## config.mk

```make
export PLATFORM = sky130hd
export DESIGN_NAME = bit_field_insert_delete_engine
export DESIGN_NICKNAME = d
export VERILOG_FILES = /design/src/hw/rtl/fbie_pkg.sv /design/src/hw/rtl/fbie_ram.sv /design/src/hw/rtl/bit_field_insert_delete_engine.sv
export SDC_FILE = /design/constraint.sdc
export NUM_CORES = 1
export LEC_CHECK = 0
export ABC_CLOCK_PERIOD_IN_PS = 5350
export BUFFER_PORTS_ARGS = -buffer_cell sky130_fd_sc_hd__buf_2
export CORE_ASPECT_RATIO = 1.1
export CORE_MARGIN = 1
export CORE_UTILIZATION = 65
export CTS_BUF_LIST = sky130_fd_sc_hd__clkbuf_4 sky130_fd_sc_hd__clkbuf_8
export DETAILED_ROUTE_END_ITERATION = 10
export GPL_ROUTABILITY_DRIVEN = 0
export PLACE_DENSITY_LB_ADDON = 0.3
export REMOVE_ABC_BUFFERS = 1
export SYNTH_ARGS = -nofsm -noshare
export SYNTH_HDL_FRONTEND = slang
export SYNTH_SLANG_ARGS = --single-unit
```

## constraint.sdc

```tcl
create_clock -name clk -period 5.35 [get_ports clk]
set_input_delay 0.535 -clock clk [delete_from_list [all_inputs] [get_ports clk]]
set_output_delay 0.535 -clock clk [all_outputs]
set_load 0.005 [all_outputs]
```

## src/hw/rtl/fbie_pkg.sv

```systemverilog
// Shared constants for the bit field insert/delete engine.
// Stream word layout, operation codes and default store size.
// No dependencies.
package fbie_pkg;

	localparam int FIELD_BYTES_DEF = 16;

	// operation codes carried in s_axis_tuser
	localparam int MODE_W = 3;
	localparam logic [MODE_W-1:0] MODE_WR  = 3'd0;
	localparam logic [MODE_W-1:0] MODE_RD  = 3'd1;
	localparam logic [MODE_W-1:0] MODE_GET = 3'd2;
	localparam logic [MODE_W-1:0] MODE_SET = 3'd3;
	localparam logic [MODE_W-1:0] MODE_CNT = 3'd4;
	localparam logic [MODE_W-1:0] MODE_INS = 3'd5;
	localparam logic [MODE_W-1:0] MODE_DEL = 3'd6;
	localparam logic [MODE_W-1:0] MODE_EXT = 3'd7;

	localparam int OFF_W   = 7;
	localparam int CNT_W   = 8;
	localparam int SPAN_W  = 5;
	localparam int BIDX_W  = 4;
	localparam int BYTE_W  = 8;
	localparam int RES_W   = 16;
	localparam int EXT_MAX = 16;

	localparam int IN_TDATA_W  = 40;
	localparam int OUT_TDATA_W = 24;

endpackage

```

## src/hw/rtl/fbie_ram.sv

```systemverilog
// Generic simple RAM: one write port, two read ports, registered reads.
// No dependencies.
module fbie_ram #(
	parameter int WIDTH = 8,
	parameter int DEPTH = 16,
	localparam int AW = (DEPTH > 1) ? $clog2(DEPTH) : 1
) (
	input  logic             clk,
	input  logic             we,
	input  logic [AW-1:0]    waddr,
	input  logic [WIDTH-1:0] wdata,
	input  logic [AW-1:0]    raddr_a,
	output logic [WIDTH-1:0] rdata_a,
	input  logic [AW-1:0]    raddr_b,
	output logic [WIDTH-1:0] rdata_b
);

	logic [WIDTH-1:0] mem [DEPTH];

	always_ff @(posedge clk) begin
		if (we) begin
			mem[waddr] <= wdata;
		end
		rdata_a <= mem[raddr_a];
		rdata_b <= mem[raddr_b];
	end

endmodule

```

## src/hw/rtl/bit_field_insert_delete_engine.sv

```systemverilog
// Count walks all span bytes, insert/delete walk (span - offset/8) bytes: one byte per
// cycle through the RAM.
// One word in process; s_axis_tready is high only while idle, so the next word is
// accepted at the earliest in the cycle after the result loads into the output register.
// Reset (arst_n, async) clears control and the per-byte valid flags, so the whole
// store reads as zero at once; no clearing pass.
// Top level; uses fbie_pkg and fbie_ram.
module bit_field_insert_delete_engine #(
	parameter int FIELD_BYTES = fbie_pkg::FIELD_BYTES_DEF
) (
	input  logic                               clk,
	input  logic                               arst_n,
	input  logic                               s_axis_tvalid,
	output logic                               s_axis_tready,
	// bit_offset, bit_count, span_bytes, fill_value, byte_index, byte_data, zero pad
	input  logic [fbie_pkg::IN_TDATA_W-1:0]    s_axis_tdata,
	// mode
	input  logic [fbie_pkg::MODE_W-1:0]        s_axis_tuser,
	output logic                               m_axis_tvalid,
	input  logic                               m_axis_tready,
	// result_value, status, zero pad
	output logic [fbie_pkg::OUT_TDATA_W-1:0]   m_axis_tdata
);
	import fbie_pkg::*;

	localparam int AW    = (FIELD_BYTES > 1) ? $clog2(FIELD_BYTES) : 1;
	localparam int SAW   = AW + 7;
	localparam int TOTAL = FIELD_BYTES * 8;
	localparam int CKW   = (($clog2(TOTAL + 1) > 9) ? $clog2(TOTAL + 1) : 9) + 1;
	localparam int ACW   = $clog2(TOTAL + 1);

	localparam logic [2:0] ST_IDLE  = 3'd0;
	localparam logic [2:0] ST_CHECK = 3'd1;
	localparam logic [2:0] ST_FIRST = 3'd2;
	localparam logic [2:0] ST_EXT   = 3'd3;
	localparam logic [2:0] ST_LOOP  = 3'd4;
	localparam logic [2:0] ST_DONE  = 3'd5;

	logic [2:0]        state_q;
	logic [MODE_W-1:0] mode_q;
	logic [OFF_W-1:0]  off_q;
	logic [CNT_W-1:0]  cnt_q;
	logic [SPAN_W-1:0] span_q;
	logic              fill_q;
	logic [BIDX_W-1:0] bidx_q;
	logic [BYTE_W-1:0] bdata_q;

	logic [RES_W-1:0]  res_q;
	logic              st_q;
	logic [BYTE_W-1:0] keep_q;
	logic [15:0]       win_q;
	logic [AW-1:0]     j_q, jend_q;
	logic              iss_q;
	logic              vld_s1;
	logic [AW-1:0]     j_s1;
	logic [ACW-1:0]    acc_q;
	logic [FIELD_BYTES-1:0] vld_q;
	logic              ok_a_s1, ok_b_s1;

	logic              out_vld_q;
	logic [RES_W-1:0]  out_res_q;
	logic              out_st_q;

	logic              accept;
	logic [3:0]        b0;
	logic [4:0]        q;
	logic [2:0]        r;
	logic [CKW-1:0]    off_w, cnt_w, span_w, lim_w;
	logic              span_bad, bad;
	logic [SAW-1:0]    ra_w, rb_w;
	logic              ok_a, ok_b;
	logic [BYTE_W-1:0] qa, qb, da, db;
	logic              we;
	logic [AW-1:0]     waddr;
	logic [BYTE_W-1:0] wdata;
	logic [BYTE_W-1:0] set_byte, new_byte, ins_sh, del_sh;
	logic [15:0]       src16, ext_w, ext_rev;
	logic [23:0]       ext_win;
	logic [3:0]        pc, ones;
	logic              out_load;

	assign accept        = s_axis_tvalid && s_axis_tready;
	assign s_axis_tready = (state_q == ST_IDLE);
	assign b0            = off_q[6:3];
	assign q             = cnt_q[7:3];
	assign r             = cnt_q[2:0];
	assign off_w         = CKW'(off_q);
	assign cnt_w         = CKW'(cnt_q);
	assign span_w        = CKW'(span_q);
	assign lim_w         = CKW'(span_q) << 3;

	assign span_bad = (span_q == '0) || (span_w > CKW'(FIELD_BYTES));

	always_comb begin
		case (mode_q)
			MODE_WR, MODE_RD:   bad = CKW'(bidx_q) >= CKW'(FIELD_BYTES);
			MODE_GET, MODE_SET: bad = off_w >= CKW'(TOTAL);
			MODE_CNT:           bad = span_bad;
			MODE_INS, MODE_DEL: bad = span_bad || (cnt_q == '0) || (CKW'(b0) >= span_w);
			default:            bad = (cnt_q == '0) || (cnt_w > CKW'(EXT_MAX))
				|| (off_w + cnt_w > CKW'(TOTAL));
		endcase
	end

	// read address selection
	always_comb begin
		ra_w = '0;
		rb_w = '0;
		case (state_q)
			ST_CHECK: begin
				ra_w = (mode_q == MODE_RD) ? SAW'(bidx_q) : SAW'(b0);
				rb_w = SAW'(b0) + SAW'(1);
			end
			ST_FIRST: begin
				ra_w = SAW'(b0) + SAW'(2);
			end
			ST_LOOP: begin
				case (mode_q)
					MODE_INS: begin
						ra_w = SAW'(j_q) - SAW'(q) - SAW'(1);
						rb_w = SAW'(j_q) - SAW'(q);
					end
					MODE_DEL: begin
						ra_w = SAW'(j_q) + SAW'(q);
						rb_w = SAW'(j_q) + SAW'(q) + SAW'(1);
					end
					default: begin
						ra_w = SAW'(j_q);
						rb_w = SAW'(j_q);
					end
				endcase
			end
			default: begin
				ra_w = '0;
				rb_w = '0;
			end
		endcase
	end

	// negative or past-the-store addresses wrap high and read as zero
	assign ok_a = ra_w < SAW'(FIELD_BYTES);
	assign ok_b = rb_w < SAW'(FIELD_BYTES);

	fbie_ram #(
		.WIDTH(BYTE_W),
		.DEPTH(FIELD_BYTES)
	) u_ram (
		.clk     (clk),
		.we      (we),
		.waddr   (waddr),
		.wdata   (wdata),
		.raddr_a (ra_w[AW-1:0]),
		.rdata_a (qa),
		.raddr_b (rb_w[AW-1:0]),
		.rdata_b (qb)
	);

	// bytes never written read as zero
	always_ff @(posedge clk or negedge arst_n) begin
		if (!arst_n) begin
			ok_a_s1 <= 1'b0;
			ok_b_s1 <= 1'b0;
		end else begin
			ok_a_s1 <= ok_a ? vld_q[ra_w[AW-1:0]] : 1'b0;
			ok_b_s1 <= ok_b ? vld_q[rb_w[AW-1:0]] : 1'b0;
		end
	end

	assign da = ok_a_s1 ? qa : '0;
	assign db = ok_b_s1 ? qb : '0;

	always_comb begin
		set_byte = da;
		set_byte[off_q[2:0]] = fill_q;
	end

	assign src16  = {db, da};
	assign ins_sh = 8'(src16 >> (4'd8 - {1'b0, r}));
	assign del_sh = 8'(src16 >> r);

	always_comb begin
		logic [CKW-1:0] k;
		new_byte = '0;
		for (int i = 0; i < 8; i++) begin
			k = (CKW'(j_s1) << 3) | CKW'(i);
			if (k < off_w) begin
				new_byte[i] = keep_q[i];
			end else if (mode_q == MODE_INS) begin
				new_byte[i] = (k < off_w + cnt_w) ? fill_q : ins_sh[i];
			end else begin
				new_byte[i] = (k + cnt_w < lim_w) ? del_sh[i] : fill_q;
			end
		end
	end

	always_comb begin
		pc = '0;
		for (int i = 0; i < 8; i++) begin
			pc = pc + 4'(da[i]);
		end
	end
	assign ones = fill_q ? pc : 4'd8 - pc;

	// extract: bit at offset ends up most significant
	assign ext_win = {da, win_q};
	assign ext_w   = 16'(ext_win >> off_q[2:0]);
	always_comb begin
		for (int i = 0; i < 16; i++) begin
			ext_rev[15 - i] = ext_w[i];
		end
	end

	always_comb begin
		we    = 1'b0;
		waddr = '0;
		wdata = '0;
		case (state_q)
			ST_CHECK: begin
				if (!bad && mode_q == MODE_WR) begin
					we    = 1'b1;
					waddr = AW'(bidx_q);
					wdata = bdata_q;
				end
			end
			ST_FIRST: begin
				if (mode_q == MODE_SET) begin
					we    = 1'b1;
					waddr = AW'(b0);
					wdata = set_byte;
				end
			end
			ST_LOOP: begin
				if (vld_s1 && (mode_q == MODE_INS || mode_q == MODE_DEL)) begin
					we    = 1'b1;
					waddr = j_s1;
					wdata = new_byte;
				end
			end
			default: begin
				we = 1'b0;
			end
		endcase
	end

	always_ff @(posedge clk or negedge arst_n) begin
		if (!arst_n) begin
			vld_q <= '0;
		end else if (we) begin
			vld_q[waddr] <= 1'b1;
		end
	end

	// input word capture
	always_ff @(posedge clk) begin
		if (accept) begin
			mode_q  <= s_axis_tuser;
			off_q   <= s_axis_tdata[6:0];
			cnt_q   <= s_axis_tdata[14:7];
			span_q  <= s_axis_tdata[19:15];
			fill_q  <= s_axis_tdata[20];
			bidx_q  <= s_axis_tdata[24:21];
			bdata_q <= s_axis_tdata[32:25];
		end
	end

	always_ff @(posedge clk) begin
		j_s1 <= j_q;
		if (state_q == ST_FIRST) begin
			keep_q <= da;
			win_q  <= {db, da};
		end
	end

	always_ff @(posedge clk or negedge arst_n) begin
		if (!arst_n) begin
			state_q <= ST_IDLE;
			res_q   <= '0;
			st_q    <= 1'b0;
			j_q     <= '0;
			jend_q  <= '0;
			iss_q   <= 1'b0;
			vld_s1  <= 1'b0;
			acc_q   <= '0;
		end else begin
			vld_s1 <= (state_q == ST_LOOP) && iss_q;
			case (state_q)
				ST_IDLE: begin
					if (accept) begin
						state_q <= ST_CHECK;
					end
				end
				ST_CHECK: begin
					res_q <= '0;
					st_q  <= bad;
					if (bad || mode_q == MODE_WR) begin
						state_q <= ST_DONE;
					end else begin
						state_q <= ST_FIRST;
					end
				end
				ST_FIRST: begin
					acc_q <= '0;
					case (mode_q)
						MODE_RD: begin
							res_q   <= RES_W'(da);
							state_q <= ST_DONE;
						end
						MODE_GET: begin
							res_q   <= RES_W'(da[off_q[2:0]]);
							state_q <= ST_DONE;
						end
						MODE_EXT: begin
							state_q <= ST_EXT;
						end
						MODE_CNT: begin
							j_q     <= '0;
							jend_q  <= AW'(span_q - 5'd1);
							iss_q   <= 1'b1;
							state_q <= ST_LOOP;
						end
						MODE_INS: begin
							j_q     <= AW'(span_q - 5'd1);
							jend_q  <= AW'(b0);
							iss_q   <= 1'b1;
							state_q <= ST_LOOP;
						end
						MODE_DEL: begin
							j_q     <= AW'(b0);
							jend_q  <= AW'(span_q - 5'd1);
							iss_q   <= 1'b1;
							state_q <= ST_LOOP;
						end
						default: begin
							state_q <= ST_DONE;
						end
					endcase
				end
				ST_EXT: begin
					res_q   <= ext_rev >> (5'(EXT_MAX) - cnt_q[4:0]);
					state_q <= ST_DONE;
				end
				ST_LOOP: begin
					// insert walks down, delete and count walk up
					if (iss_q) begin
						if (j_q == jend_q) begin
							iss_q <= 1'b0;
						end else if (mode_q == MODE_INS) begin
							j_q <= j_q - AW'(1);
						end else begin
							j_q <= j_q + AW'(1);
						end
					end
					if (vld_s1 && mode_q == MODE_CNT) begin
						acc_q <= acc_q + ACW'(ones);
					end
					if (!iss_q && !vld_s1) begin
						if (mode_q == MODE_CNT) begin
							res_q <= RES_W'(acc_q);
						end
						state_q <= ST_DONE;
					end
				end
				ST_DONE: begin
					if (out_load) begin
						state_q <= ST_IDLE;
					end
				end
				default: begin
					state_q <= ST_IDLE;
				end
			endcase
		end
	end

	// output register
	assign out_load = (state_q == ST_DONE) && (!out_vld_q || m_axis_tready);

	always_ff @(posedge clk or negedge arst_n) begin
		if (!arst_n) begin
			out_vld_q <= 1'b0;
		end else if (out_load) begin
			out_vld_q <= 1'b1;
		end else if (m_axis_tready) begin
			out_vld_q <= 1'b0;
		end
	end

	always_ff @(posedge clk) begin
		if (out_load) begin
			out_res_q <= res_q;
			out_st_q  <= st_q;
		end
	end

	assign m_axis_tvalid = out_vld_q;
	assign m_axis_tdata  = OUT_TDATA_W'({out_st_q, out_res_q});

endmodule
```

==> results.toml, run 1 <==
[route]
first_pass_iters = 8
vias_per_cell = 6.85
wire_per_inst_um = 23.9
vias = 15000
drc = 0
wl_um = 52200
postRouteAntennaNets = 0
drtIter0Drc = 2014

[logic_synthesis]
netlist.area_leader.share = 0.316
synth_edf_count = 197
synth_cells = 1740
yosys_warnings = 0
post-synth-top-count-cell = "mux2i_1"
synthTopCellsByArea = "edfxtp_1 (32%), mux2i_1 (11%), dfrtp_1 (7.6%), mux4_2 (6.4%), ha_1 (5.6%)"
seq_area_frac_synth = 0.414
synthFlopType = "edfxtp_1"
synth_area_leader_cell = "edfxtp_1"
syn_avg_cell_area_um2 = 10.8
async_reset_ff_frac = 0.208
netlist_top_cells_count = "mux2i_1 (206), edfxtp_1 (197), nor2_1 (129)"
netlist_area_um2 = 18700
synth_cell_types = 89
synth_seq_cells = 274

[clock_network]
root_buffer = "clkbuf_8"
cts-htree-levels = 2
path_clk_slew_ns = 0.06
cts_buffer_depth = 3
clock_sinks = 274
worstSkewPairLatency_ns = 0.60
cts-buffers-inserted = 45
cts_tree = "done"

[place]
detailed_place.area_um2 = 19400
hpwlAfterDp_um = 36300
dp_cells = 2107
portBuffers = 58
pre_cts_ws_ns = 0.263

[timing]
relSlewSlack = 0.142
final-hold-violation-count = 0
fin_crit_sh = 0.940
setup_viol = 0
fmax_mhz = 199
period_needed_ns = 5.03
grt_setup_unrepaired = "no"
setup_ws_ns = 0.322
tightestPinTransition_ns = 1.28
whs_ns = 0.109
drv_slew = 0
fin_tns_setup_ns = 0
fin_worst_skew_ns = 0.0569

[run_status]
status = "completed"

[die]
ios = 73
die_y_um = 180
die_w_um = 164
row_count = 64
die_area_um2 = 29500
fp.coreArea_um2 = 28000
start_util = 0.668

[worst_setup_path]
cp-start-kind = "register"
max_stage_delay_ns = 0.51
crit_type = "reg -> reg"
cp_slowest_cell = "fa_1"
crit_buf_inv = 5
cp.required_ns = 5.76
path_delay_family = "adder cells"
arrival_ns = 5.44
path_max_fanout = 10
worst_setup_path_end_kind = "register"
cp_cell_sequence = "nand2_2 > inv_1 > fa_1 > inv_1 > fa_1 > fa_1 > inv_1 > ha_1 > inv_1 > fa_1 > ha_1 > nor2_1 > a21oi_1 > inv_1 > fa_1 > nor2b_1 > o21ai_0 > a21oi_1 > nand3_1 > xor2_1 > nor2_1"

[grt]
grt_max_degree = 58
grt_pass1_vias = 14800
grt_use_total = 0.358
antenna_found_initial = 0
grt_pass1_wl_um = 80500
grt_overflow_total = 0

[pwr]
powerDensity_nw_per_um2 = 595
power.total_mw = 12.1
ir_drop_mv = 0.344
p_leak_nw = 8.55

[layout]
post-route-util = 0.724
syn_to_final_growth_pct = 8.39
fin_area_um2 = 20300
layout.cells.non_filler = 2190
diodes = 0
nets = 1933
drive_gt1_frac = 0.166
fillerInstances = 1982

[worst_hold_path]
hp-class = "in -> reg"

[run]
cap_violations = 0
[cell type report]
cell class,count,area [um^2],share of cell area
sequential,274,7740,0.382
multi-input combinational,1285,10200,0.503
clock inverter,23,153,0.00752
timing repair buffer,110,706,0.0348
clock buffer,60,751,0.0370
tap,363,454,0.0224
inverter,75,282,0.0139
[cells by family (layout without fill, tap and decap cells)]
kind of cell | after synthesis | after routing | synth area share
compound gates | 410 | 410 | 0.142
xor+xnor | 71 | 71 | 0.0344
fa+ha+maj | 95 | 95 | 0.0679
buf+inv | 187 | 268 | 0.0456
flops | 274 | 274 | 0.414
mux | 283 | 283 | 0.189
other cells | 1 | 7 | 0.000200
simple gates | 419 | 419 | 0.107
[report_power, final]
group          leakage [nW]  internal [mW]  switching, mW
sequential             2.70           2.68          0.422
combinational          5.37           2.97           4.17
clock                 0.480          0.974          0.866
total                  8.55           6.62           5.46
[flip-flops by register name, summed over array words and instances (netlist names), 5 cells and up]
name           cells
u_ram.mem        128
cnt_q              8
off_q              7
u_ram.rdata_a      8
res_q             16
acc_q              8
out_res_q         16
bdata_q            8
span_q             5
vld_q             16
u_ram.rdata_b      8
keep_q             7
win_q              9
[worst register-to-register path: stages (launching register included)]
cell     delay, ns
dfrtp_2       0.46
nand2_2       0.14
inv_1         0.11
fa_1          0.51
inv_1         0.05
fa_1          0.46
fa_1          0.49
inv_1         0.05
ha_1          0.18
inv_1         0.07
fa_1          0.44
ha_1          0.31
nor2_1        0.04
a21oi_1       0.20
inv_1         0.08
fa_1          0.41
nor2b_1       0.18
o21ai_0       0.10
a21oi_1       0.23
nand3_1       0.14
xor2_1        0.15
nor2_1        0.05
[layer usage]
metal  vias to the layer above  wire length [um]  global-route usage
met1                      7190             19400               0.447
met3                       245              5050              0.0738
met4                         0              3510               0.224
met2                       918             24200               0.568
li1                       6647                 -                   -
met5                         -                 0                   0
[repair_timing]
action / 4_1_cts / 5_1_grt
resized for setup: 0 / 3
endpoints found under the hold margin: 0 / 0
setup buffers: 0 / 0
setup endpoints to repair: 0 / 2
hold buffers: 0 / 0
[cell usage in the layout, fill, tap and decap left out, types with 11 or more instances in the layout]
cell type  Yosys  routed
a211oi_1      22      22
a21o_1        13      13
a21oi_1       98      96
a22oi_1       17      16
a31oi_1       13      13
buf_2         33      58
buf_4         17      50
clkbuf_4       0      12
clkbuf_8       0      48
clkinv_1       3      13
dfrtp_1       57      56
dfxtp_1       20      20
edfxtp_1     197     197
fa_1          11      11
ha_1          84      84
inv_1         70      70
mux2_2        21      21
mux2i_1      206     206
mux4_2        53      53
nand2_1      116     115
nand2b_1      19      19
nand3_1       31      31
nor2_1       129     128
nor2b_1       18      18
nor3_1        25      25
o211ai_1      17      17
o21ai_0      105     105
o22ai_1       20      20
or2_2         18      18
xnor2_1       32      32
xor2_1        37      36
[path summary, 6_finish.rpt]
check                                  from            to  slack [ns]  depth (start not counted)
min reg2reg                        res_q[9]  out_res_q[9]        0.45                          0
min                        s_axis_tdata[21]     bidx_q[0]        0.11                          1
max in group asynchronous            arst_n       ok_a_s1        4.64                          2
min in group asynchronous            arst_n       ok_a_s1        0.14                          2
max                                 ok_a_s1      acc_q[6]        0.32                         21
max reg2reg                         ok_a_s1      acc_q[6]        0.32                         21
No activity file was read; power rests on OpenSTA's default activity.
==> inputs of run 2 (changes only) <==
--- a/config.mk
+++ b/config.mk
@@ -7,12 +7,13 @@
 export LEC_CHECK = 0
 export ABC_CLOCK_PERIOD_IN_PS = 5350
 export BUFFER_PORTS_ARGS = -buffer_cell sky130_fd_sc_hd__buf_2
-export CORE_ASPECT_RATIO = 1.1
+export CORE_ASPECT_RATIO = 0.5
 export CORE_MARGIN = 1
 export CORE_UTILIZATION = 65
 export CTS_BUF_LIST = sky130_fd_sc_hd__clkbuf_4 sky130_fd_sc_hd__clkbuf_8
 export DETAILED_ROUTE_END_ITERATION = 10
 export GPL_ROUTABILITY_DRIVEN = 0
+export GPL_TIMING_DRIVEN = 0
 export PLACE_DENSITY_LB_ADDON = 0.3
 export REMOVE_ABC_BUFFERS = 1
 export SYNTH_ARGS = -nofsm -noshare
==> results.toml, run 2 (synthesis results as in run 1) <==
[timing]
setup_viol = 0
drv_slew = 0
final-hold-violation-count = 0
fin_worst_skew_ns = 0.0326
fin_crit_sh = 0.968
period_needed_ns = 5.18
grt_setup_unrepaired = "no"
fmax_mhz = 193
fin_tns_setup_ns = 0
relSlewSlack = 0.124
tightestPinTransition_ns = 1.31

[worst_setup_path]
crit_buf_inv = 1
crit_type = "reg -> reg"
arrival_ns = 5.48
max_stage_delay_ns = 0.71
reg2reg_from = "cnt_q[2]"
worst_setup_path_end_kind = "register"
cp.required_ns = 5.65
cp_cell_sequence = "clkinv_1 > fa_1 > nor2b_1 > o21ai_0 > nand2b_1 > nor2_1 > xnor2_1 > ha_1 > a21o_1 > a2111oi_0 > o21ai_0 > mux2i_1 > o21ai_0 > nor2_1 > o21ai_4"
path_max_fanout = 16
crit_start = "cnt_q[2]"
crit_top_cell = "o21ai_0"
cp_slowest_cell = "fa_1"
cp-start-kind = "register"
path_delay_family = "compound AO/OA/AOI/OAI gates"
rrSetupSlack_ns = 0.17

[layout]
layout.cells.most_common = "mux2i_1"
syn_to_final_growth_pct = 8.25
drive_gt1_frac = 0.161
largest_reg_flops = 128
top_register = "u_ram.mem"
nets = 1902
final_cell_mix = "mux2i_1 (206), edfxtp_1 (197), nor2_1 (128), nand2_1 (115), o21ai_0 (101)"
fin_area_um2 = 20300
diodes = 0
layout.cells.non_filler = 2172
fillerInstances = 1898

[clock_network]
clock_sinks = 274
worstSkewPairLatency_ns = 0.60
cts_tree = "done"
path_clk_slew_ns = 0.07
root_buffer = "clkbuf_8"
cts_buffer_depth = 3
cts-buffers-inserted = 39
cts-htree-levels = 2
postCtsHoldBufs = 0

[route]
postRouteAntennaNets = 0
wire_per_inst_um = 24.6
vias = 15200
drc = 0
drtIter0Drc = 2275
first_pass_iters = 6
wl_um = 53400
vias_per_cell = 6.99

[die]
start_util = 0.669
row_count = 43
die_w_um = 242
die_y_um = 122
fp.coreArea_um2 = 28000
die_area_um2 = 29500
ios = 73

[grt]
grt_max_degree = 58
grt_pass1_wl_um = 82400
antenna_found_initial = 0
grt_overflow_total = 0
grt_use_total = 0.364
grt_pass1_vias = 14500

[run_status]
status = "completed"

[place]
detailed_place.area_um2 = 19300
dp_cells = 2094
portBuffers = 58
hpwlAfterDp_um = 37300

[run]
cap_violations = 0

[pwr]
power.total_mw = 12.3
p_leak_nw = 8.44
ir_drop_mv = 0.294
powerDensity_nw_per_um2 = 607

[worst_hold_path]
hp-class = "in -> async"
[run 2: what timing repair did]
item,CTS,global route
resized for setup,3,10
pin swaps,0,1
setup buffers,2,5
cloned,0,0
setup endpoints to repair,50,100
[run 2: where the power goes]
| group | leakage [nW] | internal [mW] | total, mW | switching, mW |
|---|---|---|---|---|
| sequential | 2.70 | 2.68 | 3.18 | 0.501 |
| combinational | 5.32 | 3.06 | 7.35 | 4.29 |
| clock | 0.423 | 0.927 | 1.77 | 0.839 |
| total | 8.44 | 6.66 | 12.3 | 5.63 |
[run 2: worst reg2reg max path: stages, from the launching register on]
cell,delay (ns)
edfxtp_1,0.69
clkinv_1,0.56
fa_1,0.71
nor2b_1,0.14
o21ai_0,0.08
nand2b_1,0.23
nor2_1,0.09
xnor2_1,0.14
ha_1,0.32
a21o_1,0.17
a2111oi_0,0.42
o21ai_0,0.39
mux2i_1,0.22
o21ai_0,0.20
nor2_1,0.09
o21ai_4,0.45
[run 2: final timing paths]
| kind | end | cells after the start |
|---|---|---|
| max | u_ram.mem[3][7] | 15 |
| min | vld_q[6] | 1 |
| max reg2reg | u_ram.mem[3][7] | 15 |
| min reg2reg | out_res_q[8] | 0 |
| max in group asynchronous | res_q[9] | 1 |
| min in group clk | span_q[2] | 1 |
[run 2: layout make-up]
class	instances	area, um^2	share of cell area
clock inverter	12	121	0.00599
multi-input combinational	1285	10300	0.507
tap	382	478	0.0236
inverter	75	282	0.0139
sequential	274	7740	0.382
timing repair buffer	85	683	0.0337
clock buffer	59	687	0.0339
[run 2: routing by layer]
layer | wire length (um) | vias to the layer above | GRT usage
met1 | 21000 | 7284 | 0.498
met5 | 0 | - | 0
met2 | 23300 | 1113 | 0.567
met3 | 6860 | 202 | 0.0822
li1 | - | 6577 | -
met4 | 2250 | 0 | 0.150
[run 2: per-stage QoR]
stage / worst slack [ns] / hold slack [ns] / util
after global placement: -3.26 / 0.436 / 0.677
after detailed placement: -0.970 / 0.430 / 0.691
final: 0.171 / 0.0228 / 0.724
after CTS: 0.117 / 0.0952 / 0.721
after global routing: 0.00719 / 0.0770 / 0.724
after floorplan: -1.24 / 0.239 / -
